==> config.mk <==
export PLATFORM = sky130hd
export DESIGN_NAME = cwc_mod_add
export DESIGN_NICKNAME = d
export VERILOG_FILES = /design/src/sv/cwc_pkg.sv /design/src/sv/cwc_mod_add.sv
export SDC_FILE = /design/constraint.sdc
export NUM_CORES = 1
export LEC_CHECK = 0
export BUFFER_PORTS_ARGS = -buffer_cell sky130_fd_sc_hd__buf_2
export CORE_MARGIN = 2
export CORE_UTILIZATION = 38
export DETAILED_ROUTE_END_ITERATION = 16
export GPL_ROUTABILITY_DRIVEN = 0
export PLACE_DENSITY_LB_ADDON = 0.1
export SYNTH_ARGS = -nofsm -noshare
export SYNTH_HDL_FRONTEND = slang
export SYNTH_SLANG_ARGS = --single-unit
==> constraint.sdc <==
create_clock -name vclk -period 5.8
set_clock_uncertainty 0.2 [all_clocks]
set_input_delay 1.16 -clock vclk [all_inputs]
set_output_delay 1.16 -clock vclk [all_outputs]
set_load 0.03 [all_outputs]
==> src/sv/cwc_pkg.sv <==
// ----------------------------------------------------------------------------
// cwc_pkg
// Shared types and constants for the closed walk counter.
// ----------------------------------------------------------------------------
`default_nettype none

package cwc_pkg;

  // Prime modulus for all walk counts
  localparam logic [29:0] WALK_MOD = 30'd998244353;
  localparam int          CNT_W    = 30;

  // Item kinds carried on tuser
  localparam logic FUNC_MARK  = 1'b0;
  localparam logic FUNC_COUNT = 1'b1;

  // Register indexes on the configuration channel
  localparam logic [7:0] CFG_NUM_NODES   = 8'd0;
  localparam logic [7:0] CFG_WALK_LENGTH = 8'd1;

  // Sequencer states
  typedef enum logic [2:0] {
    ST_CLEAR,
    ST_IDLE,
    ST_INIT,
    ST_RUN,
    ST_DRAIN
  } cwc_state_t;

endpackage

`default_nettype wire

==> src/sv/cwc_mod_add.sv <==
// ----------------------------------------------------------------------------
// cwc_mod_add
// Modular adder: (a + b) mod WALK_MOD for operands already below the modulus.
// ----------------------------------------------------------------------------
`default_nettype none

module cwc_mod_add (
  input  wire logic [cwc_pkg::CNT_W-1:0] a,
  input  wire logic [cwc_pkg::CNT_W-1:0] b,
  output logic      [cwc_pkg::CNT_W-1:0] sum
);

  logic [cwc_pkg::CNT_W:0] raw;
  logic [cwc_pkg::CNT_W:0] red;

  // Sum stays below twice the modulus: one compare and subtract
  always_comb begin
    raw = {1'b0, a} + {1'b0, b};
    red = raw - {1'b0, cwc_pkg::WALK_MOD};
    if (raw >= {1'b0, cwc_pkg::WALK_MOD}) begin
      sum = red[cwc_pkg::CNT_W-1:0];
    end else begin
      sum = raw[cwc_pkg::CNT_W-1:0];
    end
  end

endmodule

`default_nettype wire

==> results.sh <==
export IMPL_synth_area_per_cell_um2=7.067
export IMPL_clock_buffer_instance_count_of_the_final_layout=0
export IMPL_critical_path_max_stage_delay_ns=0.45
export IMPL_start_util=0.3922
export IMPL_cellLeakagePower_uw=0.002114
export IMPL_dpl_cell_area_um2=4001
export IMPL_io_pin_count=90
export IMPL_post_synth_inst_count=375
export IMPL_report_final_hold_viol_count=0
export IMPL_post_route_min_period_ns=5.775
export IMPL_timing_critical_path_buf_inv=3
export IMPL_holdPathStages=5
export IMPL_layout_cell_area_non_filler_um2=4728
export IMPL_cp_cell_sequence="buf_2 > ha_4 > a21o_1 > a221oi_4 > o31a_1 > buf_4 > o21ai_0 > xor2_1 > nor4_4 > nand4b_1 > or4_4 > a21o_1 > nand4_1 > xor2_2 > buf_6"
export IMPL_yosys_cell_count_top_type="sky130_fd_sc_hd__a21oi_1"
export IMPL_rows=30
export IMPL_placement_io_buffers=90
export IMPL_die_width_um=87.51
export IMPL_worst_slew_margin_rel=0.5534
export IMPL_holdCritPathClass="input port to output pin"
export IMPL_net_count_reported_at_finish=653
export IMPL_wl_met3_um=340
export IMPL_timing_critical_path_from_type="input port"
export IMPL_run_status="finished, final reports clean"
export IMPL_arrival_ns=4.42
export IMPL_worst_hold_path_endpoint="sum[0]"
export IMPL_synth_seq_area_share=0
export IMPL_routed_wire_length_per_instance_um=14.56
export IMPL_firstDrtPassIters=4
export IMPL_postSynthNetCount=468
export IMPL_seq_area_um2=0
export IMPL_chipHeight_um=87.51
export IMPL_antenna_cells=0
export IMPL_final_period_utilization=0.9957
export IMPL_drt_vias_per_instance=5.492
export IMPL_flow_area_growth_from_synthesis_pct=78.42
export IMPL_largest_delay_share_family_worst_path="compound AO/OA/AOI/OAI gates"
export IMPL_finalNonFillerCells=638
export IMPL_crit_cells=15
export IMPL_endpoint_kind="output pin"
export IMPL_timing_final_max_slew_violations=0
export IMPL_number_of_placed_cells_counting_well_taps=615
export IMPL_worst_margin_pin_slew_ns=0.6675
export IMPL_postCtsHoldBufs=0
export IMPL_first_global_vias=3340
export IMPL_timing_final_setup_violations=0
export IMPL_critPathRequiredTime_ns=4.44
export IMPL_hpwlAfterDp_um=7278
export IMPL_preCtsSetupSlack_ns=-0.3005
export IMPL_post_synth_top_area_fraction=0.1511
export IMPL_worst_slack_setup_final_ns=0.02489
export IMPL_routed_top_layer="met4"
export IMPL_fmax_ghz=0.1732
export IMPL_rsz0062_at_grt="true"
export IMPL_drt_initial_drc_count=100
export IMPL_maxCapViolations=0
export IMPL_dr_total_vias=3504
export IMPL_timing_hold_worst_start="a[0]"
export IMPL_dr_wl_met2_um=4523
export IMPL_netlist_top_cell_by_area="sky130_fd_sc_hd__ha_1"
export IMPL_gr_total_overflow=0
export IMPL_ant_nets=0
export IMPL_sequential_cell_total=0
export IMPL_number_of_antenna_violations_at_the_first_check_in_global_routing=0
export IMPL_irDropWorstVdd_v=0.00007171
export IMPL_drc_errors=0
export IMPL_crit_fanout=3
export IMPL_power_density_nw_per_um2=184.7
export IMPL_yosys_top_cells_count="34 x sky130_fd_sc_hd__a21oi_1, 33 x sky130_fd_sc_hd__xnor2_1, 32 x sky130_fd_sc_hd__ha_1, 31 x sky130_fd_sc_hd__nand2_1, 24 x sky130_fd_sc_hd__o21ai_0"
export IMPL_wl_um=9291
export IMPL_setup_worst_path_class="input port to output pin"
export IMPL_grt_max_degree=14
export IMPL_synth_warnings=0
export IMPL_crit_top_cell="sky130_fd_sc_hd__a21o_1"
export IMPL_post_route_util=0.6998
export IMPL_slowest_stage="sky130_fd_sc_hd__or4_4"
export IMPL_synth_area_top_cells="sky130_fd_sc_hd__ha_1 15%, sky130_fd_sc_hd__xnor2_1 11%, sky130_fd_sc_hd__a21oi_1 6.4%"
export IMPL_yosys_cell_types_count=63
export IMPL_grt_first_pass_wirelength_um=14750
export IMPL_route_layer_met1_wl_um=4270
export IMPL_syn_cell_area_um2=2650
export IMPL_final_layout_size_suffix_gt1_frac=0.5197
export IMPL_grt_total_usage=0.2286
export IMPL_fp_dieArea_um2=7658
export IMPL_placeable_area_um2=6756
-- cell type report --
cell class                 count  area [um^2]
timing repair buffer         200         1488
tap                           80        100.1
fill                         546         2028
inverter                       7        26.28
multi-input combinational    351         3114
-- worst min-delay path, cell delays in order --
cell and delay (ns):
sky130_fd_sc_hd__buf_6 0.07, sky130_fd_sc_hd__ha_4 0.12, sky130_fd_sc_hd__inv_1 0.06, sky130_fd_sc_hd__xnor2_1 0.12
sky130_fd_sc_hd__buf_2 0.17
-- repair_timing --
item | CTS | global route
pin swaps | 33 | 18
gates cloned | 1 | 0
setup endpoints to repair | 30 | 30
gates resized for setup | 64 | 58
setup buffers | 19 | 5
-- metrics by stage --
stage / hold slack, ns / total power [uW] / setup TNS (ns)
5_1_grt: 2.693 / 930.9 / -1.704
2_1_floorplan: 2.560 / 473.5 / 0
3_3_place_gp: 2.699 / 697.7 / -4.349
3_5_place_dp: 2.689 / 706.9 / -6.566
6_report: 2.657 / 873.2 / 0
4_1_cts: 2.656 / 812.0 / -0.1480
-- cell usage in the layout (no fill, tap or decap), types with 4 or more instances in the layout --
master,count
sky130_fd_sc_hd__a21o_1,10
sky130_fd_sc_hd__a21oi_1,27
sky130_fd_sc_hd__a21oi_2,5
sky130_fd_sc_hd__and2_1,8
sky130_fd_sc_hd__and3_1,4
sky130_fd_sc_hd__buf_2,60
sky130_fd_sc_hd__buf_4,109
sky130_fd_sc_hd__buf_6,29
sky130_fd_sc_hd__ha_1,22
sky130_fd_sc_hd__ha_4,8
sky130_fd_sc_hd__inv_1,6
sky130_fd_sc_hd__nand2_1,31
sky130_fd_sc_hd__nand2b_1,4
sky130_fd_sc_hd__nand3_1,19
sky130_fd_sc_hd__nand3b_1,6
sky130_fd_sc_hd__nand4_1,12
sky130_fd_sc_hd__nand4b_1,4
sky130_fd_sc_hd__nor2_1,22
sky130_fd_sc_hd__nor2b_1,5
sky130_fd_sc_hd__nor3_1,6
sky130_fd_sc_hd__o211ai_1,5
sky130_fd_sc_hd__o21a_1,5
sky130_fd_sc_hd__o21ai_0,23
sky130_fd_sc_hd__xnor2_1,10
sky130_fd_sc_hd__xnor2_2,21
sky130_fd_sc_hd__xor2_1,10
sky130_fd_sc_hd__xor2_2,7
-- cell families after synthesis --
family / Yosys count / share of synthesized area
XOR/XNOR: 50 / 0.1653
AO/OA/AOI/OAI: 124 / 0.3291
AND/OR/NAND/NOR: 144 / 0.2979
buffers and inverters: 24 / 0.04910
adder cells (fa/ha/maj): 33 / 0.1586
-- where the power goes --
group          internal (uW)  switching [uW]
logic                    421             452
clock network              0               0
registers                  0               0
-- per-layer routing --
layer,global-route usage,vias up
li1,-,1775
met1,0.3139,1614
met2,0.4050,103
met3,0.005687,12
met4,0.03776,0
met5,0,-
-- worst max-delay path by stage --
stage / end / startpoint
floorplan: sum[21] / a[0]
global placement: sum[25] / a[0]
detailed placement: sum[29] / a[0]
CTS: sum[13] / b[0]
global route: sum[29] / b[0]
finish: sum[29] / a[1]
Note: power is estimated with default switching activity, not from simulation.
